===== src/hdl/assert_macros.svh =====
// assertion helpers used by the rtl
`ifndef ASSERT_MACROS_SVH
`define ASSERT_MACROS_SVH

// property must hold at every rising clock edge outside reset
`define ASSERT_CLK(label, clk, rst_n, prop, msg) \
	label: assert property (@(posedge clk) disable iff (!rst_n) (prop)) else $error(msg);

// antecedent implies consequent in the next cycle
`define ASSERT_NEXT(label, clk, rst_n, ante, cons, msg) \
	label: assert property (@(posedge clk) disable iff (!rst_n) (ante) |=> (cons)) \
		else $error(msg);

`endif


===== src/hdl/sonl6_pkg.sv =====
// ---------------------------------------------------------------------------
// sonl6_pkg
// shared types and constants for the second-order nonlinearity core
// ---------------------------------------------------------------------------
package sonl6_pkg;

	localparam int unsigned NUM_FORMS = 1024;
	localparam int unsigned FORM_W    = 10;
	localparam int unsigned NL_W      = 6;

	typedef logic [FORM_W-1:0] form_t;
	typedef logic [NL_W-1:0]   nl_t;
	typedef logic [31:0]       half_t;
	typedef logic signed [6:0] wcoef_t;
	typedef wcoef_t            wvec_t [32];

	localparam logic [4:0] MONO_MASK [10] = '{
		5'd24, 5'd20, 5'd18, 5'd17, 5'd12, 5'd10, 5'd9, 5'd6, 5'd5, 5'd3
	};

	// truth table of quadratic form over 32 points
	function automatic half_t quad_table(input form_t form);
		half_t q;
		logic  v;
		q = '0;
		for (int x = 0; x < 32; x++) begin
			v = 1'b0;
			for (int j = 0; j < 10; j++) begin
				if (form[9-j] && ((5'(x) & MONO_MASK[j]) == MONO_MASK[j])) begin
					v = ~v;
				end
			end
			q[x] = v;
		end
		return q;
	endfunction

	// one butterfly layer of the walsh transform
	function automatic wvec_t fwht_layer(input int unsigned len, input wvec_t w);
		wvec_t r;
		r = w;
		for (int i = 0; i < 32; i++) begin
			if ((i & len) == 0) begin
				r[i] = w[i] + w[i + len];
				r[i + len] = w[i] - w[i + len];
			end
		end
		return r;
	endfunction

endpackage


===== src/hdl/second_order_nonlinearity_6var_core.sv =====
// the sweep of all 1024 quadratic forms feeds 6 register stages (s1 to s6) to the result
// in_stall is held while a sweep is busy, so a new truth table waits for the last result
// (one quadratic form per cycle into two 32-point walsh pipelines while no result is stalled)
// reset: arst_n clears the sweep counter, stage valids and the output register
// ---------------------------------------------------------------------------
// second_order_nonlinearity_6var_core
// distance of a 6-variable function to RM(2,6) via quadratic form sweep
// ---------------------------------------------------------------------------
`include "assert_macros.svh"

module second_order_nonlinearity_6var_core (
	input  logic                 clk,
	input  logic                 arst_n,
	input  logic                 in_valid,
	output logic                 in_stall,
	input  logic [63:0]          truth_table,
	output logic                 out_valid,
	input  logic                 out_stall,
	output logic [5:0]           second_order_nl
);
	import sonl6_pkg::*;

	logic        busy_q;
	logic        fill_done_q;
	form_t       form_q;
	half_t       even_q;
	half_t       odd_q;
	logic        adv;

	// stage registers
	logic        v_s1, v_s2, v_s3, v_s4, v_s5, v_s6;
	logic        last_s1, last_s2, last_s3, last_s4, last_s5, last_s6;
	half_t       e_s1, o_s1;
	wcoef_t      we_s2 [32], wo_s2 [32];
	wcoef_t      we_s3 [32], wo_s3 [32];
	wcoef_t      we_s4 [32], wo_s4 [32];
	logic [5:0]  me_s5, mo_s5;
	logic [5:0]  sum_s6;
	logic [5:0]  best_q;
	logic        res_valid_q;
	nl_t         res_q;

	// sweep advances unless a held result is stalled at the output
	assign adv      = !(res_valid_q && out_stall);
	assign in_stall = busy_q;

	always_ff @(posedge clk or negedge arst_n) begin
		if (!arst_n) begin
			busy_q <= 1'b0;
			form_q <= '0;
			fill_done_q <= 1'b0;
		end else if (!busy_q) begin
			if (in_valid && !in_stall) begin
				busy_q <= 1'b1;
				form_q <= '0;
				fill_done_q <= 1'b0;
			end
		end else if (adv) begin
			if (!fill_done_q) begin
				form_q <= form_q + 1'b1;
				if (form_q == form_t'(NUM_FORMS - 1)) begin
					fill_done_q <= 1'b1;
				end
			end
			if (v_s6 && last_s6) begin
				busy_q <= 1'b0;
			end
		end
	end

	always_ff @(posedge clk) begin
		if (!busy_q && in_valid && !in_stall) begin
			for (int i = 0; i < 32; i++) begin
				even_q[i] <= truth_table[2*i];
				odd_q[i]  <= truth_table[2*i+1];
			end
		end
	end

	// stage valids
	always_ff @(posedge clk or negedge arst_n) begin
		if (!arst_n) begin
			{v_s1, v_s2, v_s3, v_s4, v_s5, v_s6} <= '0;
		end else if (adv) begin
			v_s1 <= busy_q && !fill_done_q;
			v_s2 <= v_s1;
			v_s3 <= v_s2;
			v_s4 <= v_s3;
			v_s5 <= v_s4;
			v_s6 <= v_s5;
		end
	end

	always_ff @(posedge clk) begin
		wvec_t te;
		wvec_t to;
		logic [6:0] mge [32];
		logic [6:0] mgo [32];
		if (adv) begin
			// s1: apply quadratic form
			e_s1    <= even_q ^ quad_table(form_q);
			o_s1    <= odd_q ^ quad_table(form_q);
			last_s1 <= (form_q == form_t'(NUM_FORMS - 1));
			// s2: map and two layers
			for (int i = 0; i < 32; i++) begin
				te[i] = e_s1[i] ? -7'sd1 : 7'sd1;
				to[i] = o_s1[i] ? -7'sd1 : 7'sd1;
			end
			te = fwht_layer(1, te);
			te = fwht_layer(2, te);
			to = fwht_layer(1, to);
			to = fwht_layer(2, to);
			we_s2 <= te;
			wo_s2 <= to;
			last_s2 <= last_s1;
			// s3: two layers
			te = we_s2;
			to = wo_s2;
			te = fwht_layer(4, te);
			te = fwht_layer(8, te);
			to = fwht_layer(4, to);
			to = fwht_layer(8, to);
			we_s3 <= te;
			wo_s3 <= to;
			last_s3 <= last_s2;
			// s4: last layer
			te = we_s3;
			to = wo_s3;
			te = fwht_layer(16, te);
			to = fwht_layer(16, to);
			we_s4 <= te;
			wo_s4 <= to;
			last_s4 <= last_s3;
			// s5: max magnitude, compare tree
			for (int i = 0; i < 32; i++) begin
				mge[i] = we_s4[i][6] ? 7'(-we_s4[i]) : 7'(we_s4[i]);
				mgo[i] = wo_s4[i][6] ? 7'(-wo_s4[i]) : 7'(wo_s4[i]);
			end
			for (int s = 16; s > 0; s = s >> 1) begin
				for (int i = 0; i < s; i++) begin
					if (mge[i + s] > mge[i]) mge[i] = mge[i + s];
					if (mgo[i + s] > mgo[i]) mgo[i] = mgo[i + s];
				end
			end
			me_s5 <= 6'(mge[0] >> 1);
			mo_s5 <= 6'(mgo[0] >> 1);
			last_s5 <= last_s4;
			// s6: sum of nonlinearities
			sum_s6  <= 6'd32 - me_s5 - mo_s5;
			last_s6 <= last_s5;
		end
	end

	// running minimum and result register
	always_ff @(posedge clk or negedge arst_n) begin
		if (!arst_n) begin
			best_q      <= 6'd63;
			res_valid_q <= 1'b0;
			res_q       <= '0;
		end else begin
			if (res_valid_q && !out_stall) begin
				res_valid_q <= 1'b0;
			end
			if (adv && v_s6) begin
				if (last_s6) begin
					res_q       <= (sum_s6 < best_q) ? sum_s6 : best_q;
					res_valid_q <= 1'b1;
					best_q      <= 6'd63;
				end else if (sum_s6 < best_q) begin
					best_q <= sum_s6;
				end
			end
		end
	end

	assign out_valid       = res_valid_q;
	assign second_order_nl = res_q;

	`ASSERT_CLK(a_no_accept_busy, clk, arst_n, !(busy_q && in_valid && !in_stall),
		"item accepted while sweep busy")
	`ASSERT_CLK(a_result_range, clk, arst_n, !res_valid_q || (res_q <= 6'd32),
		"result out of range")
	`ASSERT_NEXT(a_last_done, clk, arst_n, adv && v_s6 && last_s6, res_valid_q && !busy_q,
		"last candidate did not produce a result")

endmodule


===== config.mk =====
export PLATFORM = sky130hd
export DESIGN_NAME = second_order_nonlinearity_6var_core
export DESIGN_NICKNAME = d
export VERILOG_FILES = /design/src/hdl/sonl6_pkg.sv /design/src/hdl/second_order_nonlinearity_6var_core.sv
export VERILOG_INCLUDE_DIRS = /design/src /design/src/hdl
export SDC_FILE = /design/constraint.sdc
export NUM_CORES = 2
export LEC_CHECK = 0
export BUFFER_PORTS_ARGS = -buffer_cell sky130_fd_sc_hd__buf_2
export CAP_MARGIN = 5
export CORE_AREA = 5 5 418 420
export DETAILED_ROUTE_END_ITERATION = 10
export DIE_AREA = 0 0 423 425
export PLACE_DENSITY_LB_ADDON = 0.25
export SYNTH_ARGS = -nofsm -noshare
export SYNTH_HDL_FRONTEND = slang
export SYNTH_SLANG_ARGS = --single-unit
export TNS_END_PERCENT = 20

===== constraint.sdc =====
create_clock -name clk -period 39.9 [get_ports clk]
set_clock_uncertainty 0.2 [all_clocks]
set_input_delay 0 -clock clk [delete_from_list [all_inputs] [get_ports clk]]
set_output_delay 0 -clock clk [all_outputs]
set_load 0.03 [all_outputs]

==> impl_metrics.toml <==
[logic_synthesis]
synth_nets = 10800
yosys_warnings = 0
ys_async_sr_fraction_pct = 2.67
yosysSeqAreaShare_pct = 36.6
yosys.area.top_type = "edfxtp_1"
syn_inst = 8974
synth_area_um2 = 94600
synth_top_area_share_pct = 35.8
ys.flop_type = "edfxtp_1"
synth_cell_type_count = 84
synth_edf_count = 1128
yosys_register_bits = 1159
syn_area_per_cell_um2 = 10.5
synthTopCellsByArea = "edfxtp_1 36%, ha_1 20%, fa_1 6.5%, inv_1 6.2%, xnor2_1 6.2%"

[final_layout]
layout_commonest_cell = "inv_1"
drive_above_1_share_pct = 4.30
multiInputGateArea_um2 = 53700
area_growth_syn_to_layout_pct = 9.41
final_cells = 11600
final-seq-area_um2 = 34700
final_cell_mix = "1,565 x inv_1, 1,490 x ha_1, 1,128 x edfxtp_1"
nFillCells = 13600
layout.nets = 11100

[global_routing]
antenna_found_initial = 3
grt_max_degree = 174
grt_pass1_vias = 62100
grt-ovfl-total = 0
grt_usage_pct = 24.1
grt_pass1_wl_um = 341000

[place]
placed_cells = 11200
io_buffers = 75
preCtsSetupSlack_ps = 28070
dp_hpwl_um = 176000
gp_congestion = 0.901

[sta]
timing.final.crit_share_pct = 29.8
slew_headroom_pct = 6.26
finalWorstPathRequiredPeriod_ps = 11900
rsz0062_at_grt = "no"
fmax_mhz = 84.0
setup_violations = 0
tightest_slew_ps = 1410
hold_viol = 0
setup_slack_ps = 28000
fin_setup_tns_ps = 0
finalMaxSlewViolations = 0

[worst_setup_path]
start_kind = "register"
r2r_slack_ps = 28000
crit_start = "wo_s4[190]"
cp.depth = 36
required_ps = 40290
worstSetupPathType = "reg -> reg"
endpoint_kind = "register"
crit-reg2reg-launch = "wo_s4[190]"
reg2reg_depth = 36
worstSetupEndpoint = "mo_s5[3]"
rr_endpoint = "mo_s5[3]"
crit_arrival_ps = 12290
crit_buf_inv = 2
critPathTopFamily = "compound AO/OA/AOI/OAI gates"
cpPeakStageDelay_ps = 850
slowest_stage = "edfxtp_1"
cp_max_fo = 18
worst_path_most_repeated_cell = "ha_1"

[clock_network]
clkTransAtPathRegs_ps = 60
clock_tree.buffer_depth = 3
cts_made_buffers = 136
cts_root_buffer = "clkbuf_16"
cts_resized = 0
post_cts_buffers = 0
clock_latency_ps = 800
cts_tree = "done"
htreeDepth = 4
clock_sinks = 1159

[die]
start_util_pct = 55.5
coreArea_um2 = 171000
rows = 152
die_area_um2 = 180000
die_x_um = 423
die_h_um = 425
ios = 76

[drt]
avgRoutedWirePerCell_um = 18.9
drc = 0
vias_per_cell = 5.39
drt-total-wl_um = 219000
drt_iter0_drc = 4622
first_pass_iters = 8
num_vias = 62300
drtAntennaViolNets = 0

[min_path]
hp-start = "even_q[1]"
hold_path.class = "reg -> reg"

[status]
outcome = "finished clean"

[flow_run]
cap_violations = 0
[flip-flops by register name (all words and copies together), names as in the netlist, 6 cells and up]
| signal | flops |
|---|---|
| second_order_nl | 6 |
| wo_s2 | 160 |
| even_q | 32 |
| best_q | 6 |
| we_s2 | 144 |
| form_q | 10 |
| odd_q | 32 |
| sum_s6 | 6 |
| we_s3 | 172 |
| we_s4 | 166 |
| e_s1 | 32 |
| wo_s4 | 165 |
| wo_s3 | 169 |
| me_s5 | 6 |
| o_s1 | 32 |
| mo_s5 | 6 |
[stage by stage]
step / util (%) / area [um^2] / hold slack (ps)
2_1_floorplan: - / 94600 / -496
3_3_place_gp: 57.2 / 97500 / -50.9
3_5_place_dp: 57.2 / 97500 / -48.3
4_1_cts: 60.7 / 104000 / 182
5_1_grt: 60.7 / 104000 / 228
6_report: 60.7 / 104000 / 215
[routing by layer]
layer	vias up	part of all wire (%)	wire length (um)	GRT usage, %
li1	30500	-	-	-
met1	30100	46	101000	34.0
met2	1420	46	100000	39.3
met3	282	5.3	11500	3.20
met4	0	2.5	5450	6.29
met5	-	0	0	0
[what timing repair did]
action                     4_1_cts  5_1_grt
hold buffers                   135        0
setup endpoints to repair        0        0
hold endpoints to repair       162        0
[cells in the mapped netlist, drive strengths merged (30+ instances only)]
master / n
inv: 1565
ha: 1490
edfxtp: 1128
nor2: 801
xnor2: 667
a21oi: 557
xor2: 528
fa: 305
o21bai: 278
nand2: 273
a21o: 189
mux2i: 186
o21ai: 153
clkbuf: 101
o31ai: 58
nor2b: 57
nand3: 51
mux2: 48
nand2b: 48
a211oi: 31
nor3: 30
[cells by family (layout without fill, tap and decap cells)]
logic type                 Yosys count  after routing  share of synthesized area, %
AOI/OAI and AO/OA                 1470           1470                          10.1
xor gates and xnor gates          1195           1195                          11.1
adders and majority gates         1795           1795                          26.2
buffers and inverters             1674           2038                          6.65
DFF                               1159           1159                          36.6
muxes                              234            234                          2.54
other                                0              1                             0
and+or+nand+nor                   1447           1447                          6.89
[worst min-delay path by stage]
stage             endpoint  slack (ps)  cells after the start
5_1_grt          odd_q[24]         230                      3
2_1_floorplan  fill_done_q        -500                      0
3_3_place_gp      in_stall         -50                      1
4_1_cts         even_q[15]         180                      3
6_report           e_s1[1]         220                      0
3_5_place_dp      in_stall         -50                      1
[area by class of cell]
| cell class | count | share of cell area [%] |
|---|---|---|
| timing repair buffer | 227 | 1.81 |
| inverter | 1565 | 5.67 |
| multi-input combinational | 6141 | 51.9 |
| tap | 2233 | 2.70 |
| clock inverter | 84 | 1.02 |
| sequential | 1159 | 33.5 |
| clock buffer | 162 | 3.44 |
| antenna | 1 | 0.00242 |
Power is not shown: default switching activity piles up to over one toggle a cycle in this logic, so the estimate is an artifact.
